### src/rtl/bq_pkg.sv
package bq_pkg;

    localparam int COEF_WIDTH          = 24;
    localparam int DELAY_WIDTH         = 48;
    localparam int SAMPLE_WIDTH_DEF    = 24;
    localparam int COEF_FRAC_BITS_DEF  = 20;
    localparam int CFG_INDEX_WIDTH     = 3;

    typedef logic [CFG_INDEX_WIDTH-1:0] t_cfg_index;

    localparam t_cfg_index CFG_B0 = 3'd0;
    localparam t_cfg_index CFG_B1 = 3'd1;
    localparam t_cfg_index CFG_B2 = 3'd2;
    localparam t_cfg_index CFG_A1 = 3'd3;
    localparam t_cfg_index CFG_A2 = 3'd4;

    typedef logic [1:0] t_acc_op;

    localparam t_acc_op ACC_HOLD = 2'd0;
    localparam t_acc_op ACC_LOAD = 2'd1;
    localparam t_acc_op ACC_SUB  = 2'd2;

    typedef struct packed {
        logic    mul_en;
        t_acc_op acc_op;
    } t_mac_ctl;

endpackage

### src/rtl/bq_mac.sv
module bq_mac #(
    parameter int SAMPLE_WIDTH = bq_pkg::SAMPLE_WIDTH_DEF,
    parameter int ACC_WIDTH    = bq_pkg::DELAY_WIDTH + 3
) (
    input  logic                                i_clk,
    input  bq_pkg::t_mac_ctl                    i_ctl,
    input  logic signed [bq_pkg::COEF_WIDTH-1:0] i_coef,
    input  logic signed [SAMPLE_WIDTH-1:0]      i_operand,
    input  logic signed [ACC_WIDTH-1:0]         i_addend,
    output logic signed [ACC_WIDTH-1:0]         o_acc
);

    localparam int PROD_WIDTH = bq_pkg::COEF_WIDTH + SAMPLE_WIDTH;

    logic signed [PROD_WIDTH-1:0] r_prod;
    logic signed [ACC_WIDTH-1:0]  r_acc;
    logic signed [ACC_WIDTH-1:0]  prod_ext;

    assign prod_ext = {{(ACC_WIDTH-PROD_WIDTH){r_prod[PROD_WIDTH-1]}}, r_prod};

    always_ff @(posedge i_clk) begin
        if (i_ctl.mul_en) begin
            r_prod <= i_coef * i_operand;
        end
        case (i_ctl.acc_op)
            bq_pkg::ACC_LOAD: r_acc <= prod_ext + i_addend;
            bq_pkg::ACC_SUB:  r_acc <= r_acc - prod_ext;
            default:          r_acc <= r_acc;
        endcase
    end

    assign o_acc = r_acc;

endmodule

### src/rtl/biquad_iir_filter.sv
// Channel   Direction  Payload
// s_axis    in         tdata: sample_in; tuser: restart
// m_axis    out        tdata: sample_out; tuser: clipped
// cfg       in         index 0..4 = b0, b1, b2, a1, a2; data: coefficient
//
// Each sample runs through the input transfer plus 8 sequencer steps
// that run all five products through one multiplier. The result is
// written to the output register at the last step, D2; the next input transfer is taken back in idle.
// s_axis_tready is high only while the sequencer is idle.
// A result waiting in the output register does not block the next sample;
// the last step holds only if a previous result still waits.
// Reset (synchronous, active low) restores coefficients and clears delays.
module biquad_iir_filter #(
    parameter int SAMPLE_WIDTH   = bq_pkg::SAMPLE_WIDTH_DEF,
    parameter int COEF_FRAC_BITS = bq_pkg::COEF_FRAC_BITS_DEF,
    localparam int TDATA_WIDTH   = ((SAMPLE_WIDTH + 7) / 8) * 8
) (
    input  logic                               i_clk,
    input  logic                               i_rst_n,
    input  logic                               s_axis_tvalid,
    output logic                               s_axis_tready,
    input  logic [TDATA_WIDTH-1:0]             s_axis_tdata,  // sample_in
    input  logic [0:0]                         s_axis_tuser,  // restart
    output logic                               m_axis_tvalid,
    input  logic                               m_axis_tready,
    output logic [TDATA_WIDTH-1:0]             m_axis_tdata,  // sample_out
    output logic [0:0]                         m_axis_tuser,  // clipped
    input  logic                               i_cfg_valid,
    output logic                               o_cfg_ready,
    input  logic [bq_pkg::CFG_INDEX_WIDTH-1:0] i_cfg_index,
    input  logic [bq_pkg::COEF_WIDTH-1:0]      i_cfg_data
);

    localparam int CW     = bq_pkg::COEF_WIDTH;
    localparam int DW     = bq_pkg::DELAY_WIDTH;
    localparam int PROD_W = CW + SAMPLE_WIDTH;
    localparam int ACC_W  = ((PROD_W > DW) ? PROD_W : DW) + 3;

    localparam logic signed [ACC_W-1:0] ACC_RND =
        {{(ACC_W-1){1'b0}}, 1'b1} << (COEF_FRAC_BITS - 1);
    localparam logic signed [ACC_W-1:0] Y_HI =
        {{(ACC_W-SAMPLE_WIDTH+1){1'b0}}, {(SAMPLE_WIDTH-1){1'b1}}};
    localparam logic signed [ACC_W-1:0] Y_LO = ~Y_HI;
    localparam logic signed [ACC_W-1:0] D_HI =
        {{(ACC_W-DW+1){1'b0}}, {(DW-1){1'b1}}};
    localparam logic signed [ACC_W-1:0] D_LO = ~D_HI;
    localparam logic [CW-1:0] COEF_ONE = {{(CW-1){1'b0}}, 1'b1} << COEF_FRAC_BITS;

    localparam logic [3:0] ST_IDLE = 4'd0;
    localparam logic [3:0] ST_M0   = 4'd1;
    localparam logic [3:0] ST_A0   = 4'd2;
    localparam logic [3:0] ST_Y    = 4'd3;
    localparam logic [3:0] ST_M1   = 4'd4;
    localparam logic [3:0] ST_S1   = 4'd5;
    localparam logic [3:0] ST_D1   = 4'd6;
    localparam logic [3:0] ST_S2   = 4'd7;
    localparam logic [3:0] ST_D2   = 4'd8;

    logic [3:0]                     r_step, n_step;
    logic signed [CW-1:0]           r_b0, r_b1, r_b2, r_a1, r_a2;
    logic signed [DW-1:0]           r_d1, r_d2;
    logic signed [SAMPLE_WIDTH-1:0] r_x, r_y;
    logic                           r_clip;
    logic                           r_out_valid;
    logic [SAMPLE_WIDTH-1:0]        r_out_sample;
    logic                           r_out_clip;

    bq_pkg::t_mac_ctl               mac_ctl;
    logic signed [CW-1:0]           mac_coef;
    logic signed [SAMPLE_WIDTH-1:0] mac_operand;
    logic signed [ACC_W-1:0]        mac_addend;
    logic signed [ACC_W-1:0]        acc;
    logic signed [ACC_W-1:0]        y_shift;
    logic signed [SAMPLE_WIDTH-1:0] y_sat;
    logic                           y_clip;
    logic signed [DW-1:0]           d_sat;
    logic                           in_xfer;
    logic                           out_free;

    assign s_axis_tready = (r_step == ST_IDLE);
    assign in_xfer       = s_axis_tvalid && s_axis_tready;
    assign out_free      = !r_out_valid || m_axis_tready;
    assign o_cfg_ready   = 1'b1;

    assign y_shift = acc >>> COEF_FRAC_BITS;

    always_comb begin
        y_clip = 1'b0;
        y_sat  = y_shift[SAMPLE_WIDTH-1:0];
        if (y_shift > Y_HI) begin
            y_sat  = Y_HI[SAMPLE_WIDTH-1:0];
            y_clip = 1'b1;
        end else if (y_shift < Y_LO) begin
            y_sat  = Y_LO[SAMPLE_WIDTH-1:0];
            y_clip = 1'b1;
        end
    end

    always_comb begin
        d_sat = acc[DW-1:0];
        if (acc > D_HI) begin
            d_sat = D_HI[DW-1:0];
        end else if (acc < D_LO) begin
            d_sat = D_LO[DW-1:0];
        end
    end

    always_comb begin
        mac_ctl     = '{mul_en: 1'b0, acc_op: bq_pkg::ACC_HOLD};
        mac_coef    = r_b0;
        mac_operand = r_x;
        mac_addend  = '0;
        n_step      = r_step;
        case (r_step)
            ST_IDLE: begin
                if (in_xfer) n_step = ST_M0;
            end
            ST_M0: begin
                mac_ctl.mul_en = 1'b1;
                n_step         = ST_A0;
            end
            ST_A0: begin
                mac_ctl     = '{mul_en: 1'b1, acc_op: bq_pkg::ACC_LOAD};
                mac_coef    = r_b1;
                mac_addend  = {{(ACC_W-DW){r_d1[DW-1]}}, r_d1} + ACC_RND;
                n_step      = ST_Y;
            end
            ST_Y: begin
                mac_ctl.acc_op = bq_pkg::ACC_LOAD;
                mac_addend     = {{(ACC_W-DW){r_d2[DW-1]}}, r_d2};
                n_step         = ST_M1;
            end
            ST_M1: begin
                mac_ctl.mul_en = 1'b1;
                mac_coef       = r_a1;
                mac_operand    = r_y;
                n_step         = ST_S1;
            end
            ST_S1: begin
                mac_ctl  = '{mul_en: 1'b1, acc_op: bq_pkg::ACC_SUB};
                mac_coef = r_b2;
                n_step   = ST_D1;
            end
            ST_D1: begin
                mac_ctl     = '{mul_en: 1'b1, acc_op: bq_pkg::ACC_LOAD};
                mac_coef    = r_a2;
                mac_operand = r_y;
                n_step      = ST_S2;
            end
            ST_S2: begin
                mac_ctl.acc_op = bq_pkg::ACC_SUB;
                n_step         = ST_D2;
            end
            ST_D2: begin
                if (out_free) n_step = ST_IDLE;
            end
            default: n_step = ST_IDLE;
        endcase
    end

    bq_mac #(
        .SAMPLE_WIDTH (SAMPLE_WIDTH),
        .ACC_WIDTH    (ACC_W)
    ) u_mac (
        .i_clk     (i_clk),
        .i_ctl     (mac_ctl),
        .i_coef    (mac_coef),
        .i_operand (mac_operand),
        .i_addend  (mac_addend),
        .o_acc     (acc)
    );

    always_ff @(posedge i_clk) begin
        if (!i_rst_n) begin
            r_step      <= ST_IDLE;
            r_d1        <= '0;
            r_d2        <= '0;
            r_out_valid <= 1'b0;
        end else begin
            r_step <= n_step;
            if (in_xfer && s_axis_tuser[0]) begin
                r_d1 <= '0;
                r_d2 <= '0;
            end
            if (r_step == ST_D1) r_d1 <= d_sat;
            if (r_step == ST_D2) r_d2 <= d_sat;
            if (r_step == ST_D2 && out_free) begin
                r_out_valid <= 1'b1;
            end else if (m_axis_tready) begin
                r_out_valid <= 1'b0;
            end
        end
    end

    always_ff @(posedge i_clk) begin
        if (in_xfer) r_x <= s_axis_tdata[SAMPLE_WIDTH-1:0];
        if (r_step == ST_Y) begin
            r_y    <= y_sat;
            r_clip <= y_clip;
        end
        if (r_step == ST_D2 && out_free) begin
            r_out_sample <= r_y;
            r_out_clip   <= r_clip;
        end
    end

    always_ff @(posedge i_clk) begin
        if (!i_rst_n) begin
            r_b0 <= COEF_ONE;
            r_b1 <= '0;
            r_b2 <= '0;
            r_a1 <= '0;
            r_a2 <= '0;
        end else if (i_cfg_valid && o_cfg_ready) begin
            case (i_cfg_index)
                bq_pkg::CFG_B0: r_b0 <= i_cfg_data;
                bq_pkg::CFG_B1: r_b1 <= i_cfg_data;
                bq_pkg::CFG_B2: r_b2 <= i_cfg_data;
                bq_pkg::CFG_A1: r_a1 <= i_cfg_data;
                bq_pkg::CFG_A2: r_a2 <= i_cfg_data;
                default: ;
            endcase
        end
    end

    assign m_axis_tvalid   = r_out_valid;
    assign m_axis_tdata    = TDATA_WIDTH'(r_out_sample);
    assign m_axis_tuser[0] = r_out_clip;

    a_start_after_xfer: assert property (@(posedge i_clk) disable iff (!i_rst_n)
        in_xfer |=> r_step == ST_M0)
        else $error("sequencer did not start after input transfer");

    a_result_from_last_step: assert property (@(posedge i_clk) disable iff (!i_rst_n)
        $rose(r_out_valid) |-> $past(r_step) == ST_D2)
        else $error("result appeared outside the last step");

    a_clip_at_limit: assert property (@(posedge i_clk) disable iff (!i_rst_n)
        (m_axis_tvalid && m_axis_tuser[0]) |->
            (r_out_sample == Y_HI[SAMPLE_WIDTH-1:0] ||
             r_out_sample == Y_LO[SAMPLE_WIDTH-1:0]))
        else $error("clipped result is not at a range limit");

endmodule
### config.mk
export PLATFORM = sky130hd
export DESIGN_NAME = biquad_iir_filter
export DESIGN_NICKNAME = d
export VERILOG_FILES = /design/src/rtl/bq_pkg.sv /design/src/rtl/bq_mac.sv /design/src/rtl/biquad_iir_filter.sv
export SDC_FILE = /design/constraint.sdc
export NUM_CORES = 2
export LEC_CHECK = 0
export BUFFER_PORTS_ARGS = -buffer_cell sky130_fd_sc_hd__buf_4
export CAP_MARGIN = 20
export CORE_MARGIN = 4
export CORE_UTILIZATION = 59
export CTS_CLUSTER_DIAMETER = 50
export DETAILED_ROUTE_END_ITERATION = 16
export PLACE_DENSITY = 0.84
export SYNTH_ARGS = -nofsm -noshare
export SYNTH_HDL_FRONTEND = slang
export SYNTH_SLANG_ARGS = --single-unit
### constraint.sdc
create_clock -name i_clk -period 11.51 [get_ports i_clk]
set_input_delay 0.5755 -clock i_clk [delete_from_list [all_inputs] [get_ports i_clk]]
set_output_delay 0.5755 -clock i_clk [all_outputs]
set_load 0.005 [all_outputs]
==> out/results.ini <==
[sta]
slew_headroom_pct=21.9
tightest_slew_ps=1170
min_period_ps=10070
final_max_slew_viol_count=0
finClkSkew_ps=34.7
hold_viol=0
rsz0062_at_grt=false
setup_tns_ps=0
fmax_mhz=99.3
fin_crit_sh_pct=87.5
setup_viol=0

[pwr]
ir_drop_mv=0.321
power_density_nw_per_um2=256
cellLeakagePower_uw=0.0205

[yosys]
synth_edf_count=173
ys_seq_area_share_pct=22.5
ys_seq_elements=394
synth_area_leaders=fa_1 28%, edfxtp_1 12%, dfxtp_1 10%, ha_1 6.9%, inv_1 6.5%
ys.flop_type=dfxtp_1
synth_cells=4743
yosysWarnings=0
synth_top_area_share_pct=28.5
synthArstFlopShare_pct=0
syn_nets=5644
avgSynthCellArea_um2=9.03
synth_cell_types=83
syn_area_um2=42800
synth_largest_area_cell=fa_1

[route]
first_pass_iters=6
antenna_left=0
drt_iter0_markers=3589
drc_errors=0
wl_per_cell_um=21.7
postRouteWirelength_mm=124
num_vias=34500
via_per_inst=6.05

[critical_path]
worstPathRequired_ps=11870
cp-start-kind=flop
end_kind=flop
cp_max_fo=25
cp_common_cell=fa_1
path_class=flop to flop
crit_arrival_ps=10430
cp_slowest_stage_delay_ps=740
crit_slowest_cell=dfxtp_1

[floorplanning]
initial_utilization_pct=59.7
core.rowCount=98
die_w_um=277
dieArea_um2=77000
chipHeight_um=277
io_pins=85
core_area_um2=71700

[clock_network]
cts_resized=0
cts_setup_buffers=0
h-tree-depth=2
cts.reportedPaths.clkPinSlew_ps=60
clk_path_buf_depth=3
clkSinkCount=394
cts_tree=built
cts_hold_buf=0
insertion_delay_ps=630
cts_root_buffer=clkbuf_16
cts_made_buffers=54

[hold_path]
min_path_type=input port to flop

[grt]
grt_pass1_wl_mm=194
grt-ovfl-total=0
grt.total_usage_pct=31.8
grt_max_degree=123
antenna_found_initial=1
grt_pass1_vias=35000

[placed_design]
place_congestion=1.02
dpl.hpwl_mm=95.0
io_buffer_count=83

[finish]
final_common_cell=inv_1
insertedDiodeCount=0
drive_gt1_share_pct=6.21
layout.cells.most_common_list=742 x inv_1, 674 x nand2_1, 609 x fa_1
area_growth_pct=7.79
utilization_pct=64.4
fillers=5723
nets=5607
seq_area_um2=9620
multi_input_area_um2=29700

[run]
max_cap_violations=0

[status]
outcome=finished clean

path summary, 6_finish.rpt:
kind	start	end	slack, ps	cells past startpoint
setup / recovery	r_step[2]$_SDFFE_PN0P_	u_mac.r_prod[45]$_DFFE_PP_	1440	27
hold / removal	s_axis_tdata[12]	r_x[12]$_DFFE_PP_	120	1
setup reg to reg	r_step[2]$_SDFFE_PN0P_	u_mac.r_prod[45]$_DFFE_PP_	1440	27
hold reg to reg	r_clip$_SDFFCE_PN1P_	m_axis_tuser$_DFFE_PP_	420	0
synth_stat cells, drive strengths merged, types with 26 or more instances:
master  count
and2       31
clkbuf    199
a21o       88
xor2       56
ha        235
mux2i      32
a22o       47
edfxtp    173
a21oi     162
nand2b     29
a22oi     114
o21ai     122
inv       743
nand3      35
xnor2     110
o21a       81
a21boi    121
nor3       34
buf        26
nor2b     116
nor2      413
fa        609
dfxtp     221
nand2     674
report_power, final:
group          switching, µW  leakage, µW  internal, µW
combinational           4770       0.0162          3220
clock                    703     0.000923          1040
sequential               170      0.00340          1910
routing by layer:
metal  vias up  wire length, µm  track usage (%)
li1      15200                -                -
met1     16600            47200             41.6
met2      2106            52900             48.4
met3       504            16600             10.3
met4         0             7090             14.9
met5         -                0                0
stage by stage:
step	cell area (µm²)	cells	worst slack (ps)	power (µW)	hold WS [ps]
after detailed placement	44200	5598	1610	9890	406
final	46200	5700	1440	11800	124
after global routing	46200	5700	1080	12800	110
after global placement	44200	5597	1840	9650	403
after CTS	46100	5698	1600	11700	94.4
after floorplan	42800	4743	3170	8000	400
final cells by class:
| type | instances | area share, % |
|---|---|---|
| clock inverters | 35 | 0.911 |
| well taps | 950 | 2.58 |
| flip-flops and latches | 394 | 20.8 |
| clock buffers | 65 | 3.17 |
| multi-input cells | 3380 | 64.3 |
| inverters | 744 | 6.05 |
| repair buffers | 132 | 2.19 |
critical path: cells and delay by family (launching register included):
family | cells | cell delay (ps)
fa+ha+maj | 8 | 4080
xor+xnor | 1 | 130
compound gates | 8 | 1740
buf+inv | 4 | 350
simple gates | 6 | 2760
flops | 1 | 740
sequential cells by signal, summed over array words and instances, names as in the netlist:
name,cells
m_axis_tdata,24
m_axis_tuser,1
m_axis_tvalid,1
r_a1,24
r_a2,24
r_b0,24
r_b1,24
r_b2,24
r_clip,1
r_d1,48
r_d2,48
r_step,4
r_x,24
r_y,24
u_mac.o_acc,51
u_mac.r_prod,48
cells by family after synthesis:
| family | synth area share, % |
|---|---|
| XOR/XNOR | 3.40 |
| AO/OA/AOI/OAI | 14.8 |
| adder cells (fa/ha/maj) | 35.3 |
| multiplexers | 1.33 |
| flip-flops | 22.5 |
| AND/OR/NAND/NOR | 14.2 |
| buffers and inverters | 8.51 |
| other | 0.00876 |
(Power assumes the default switching activity.)
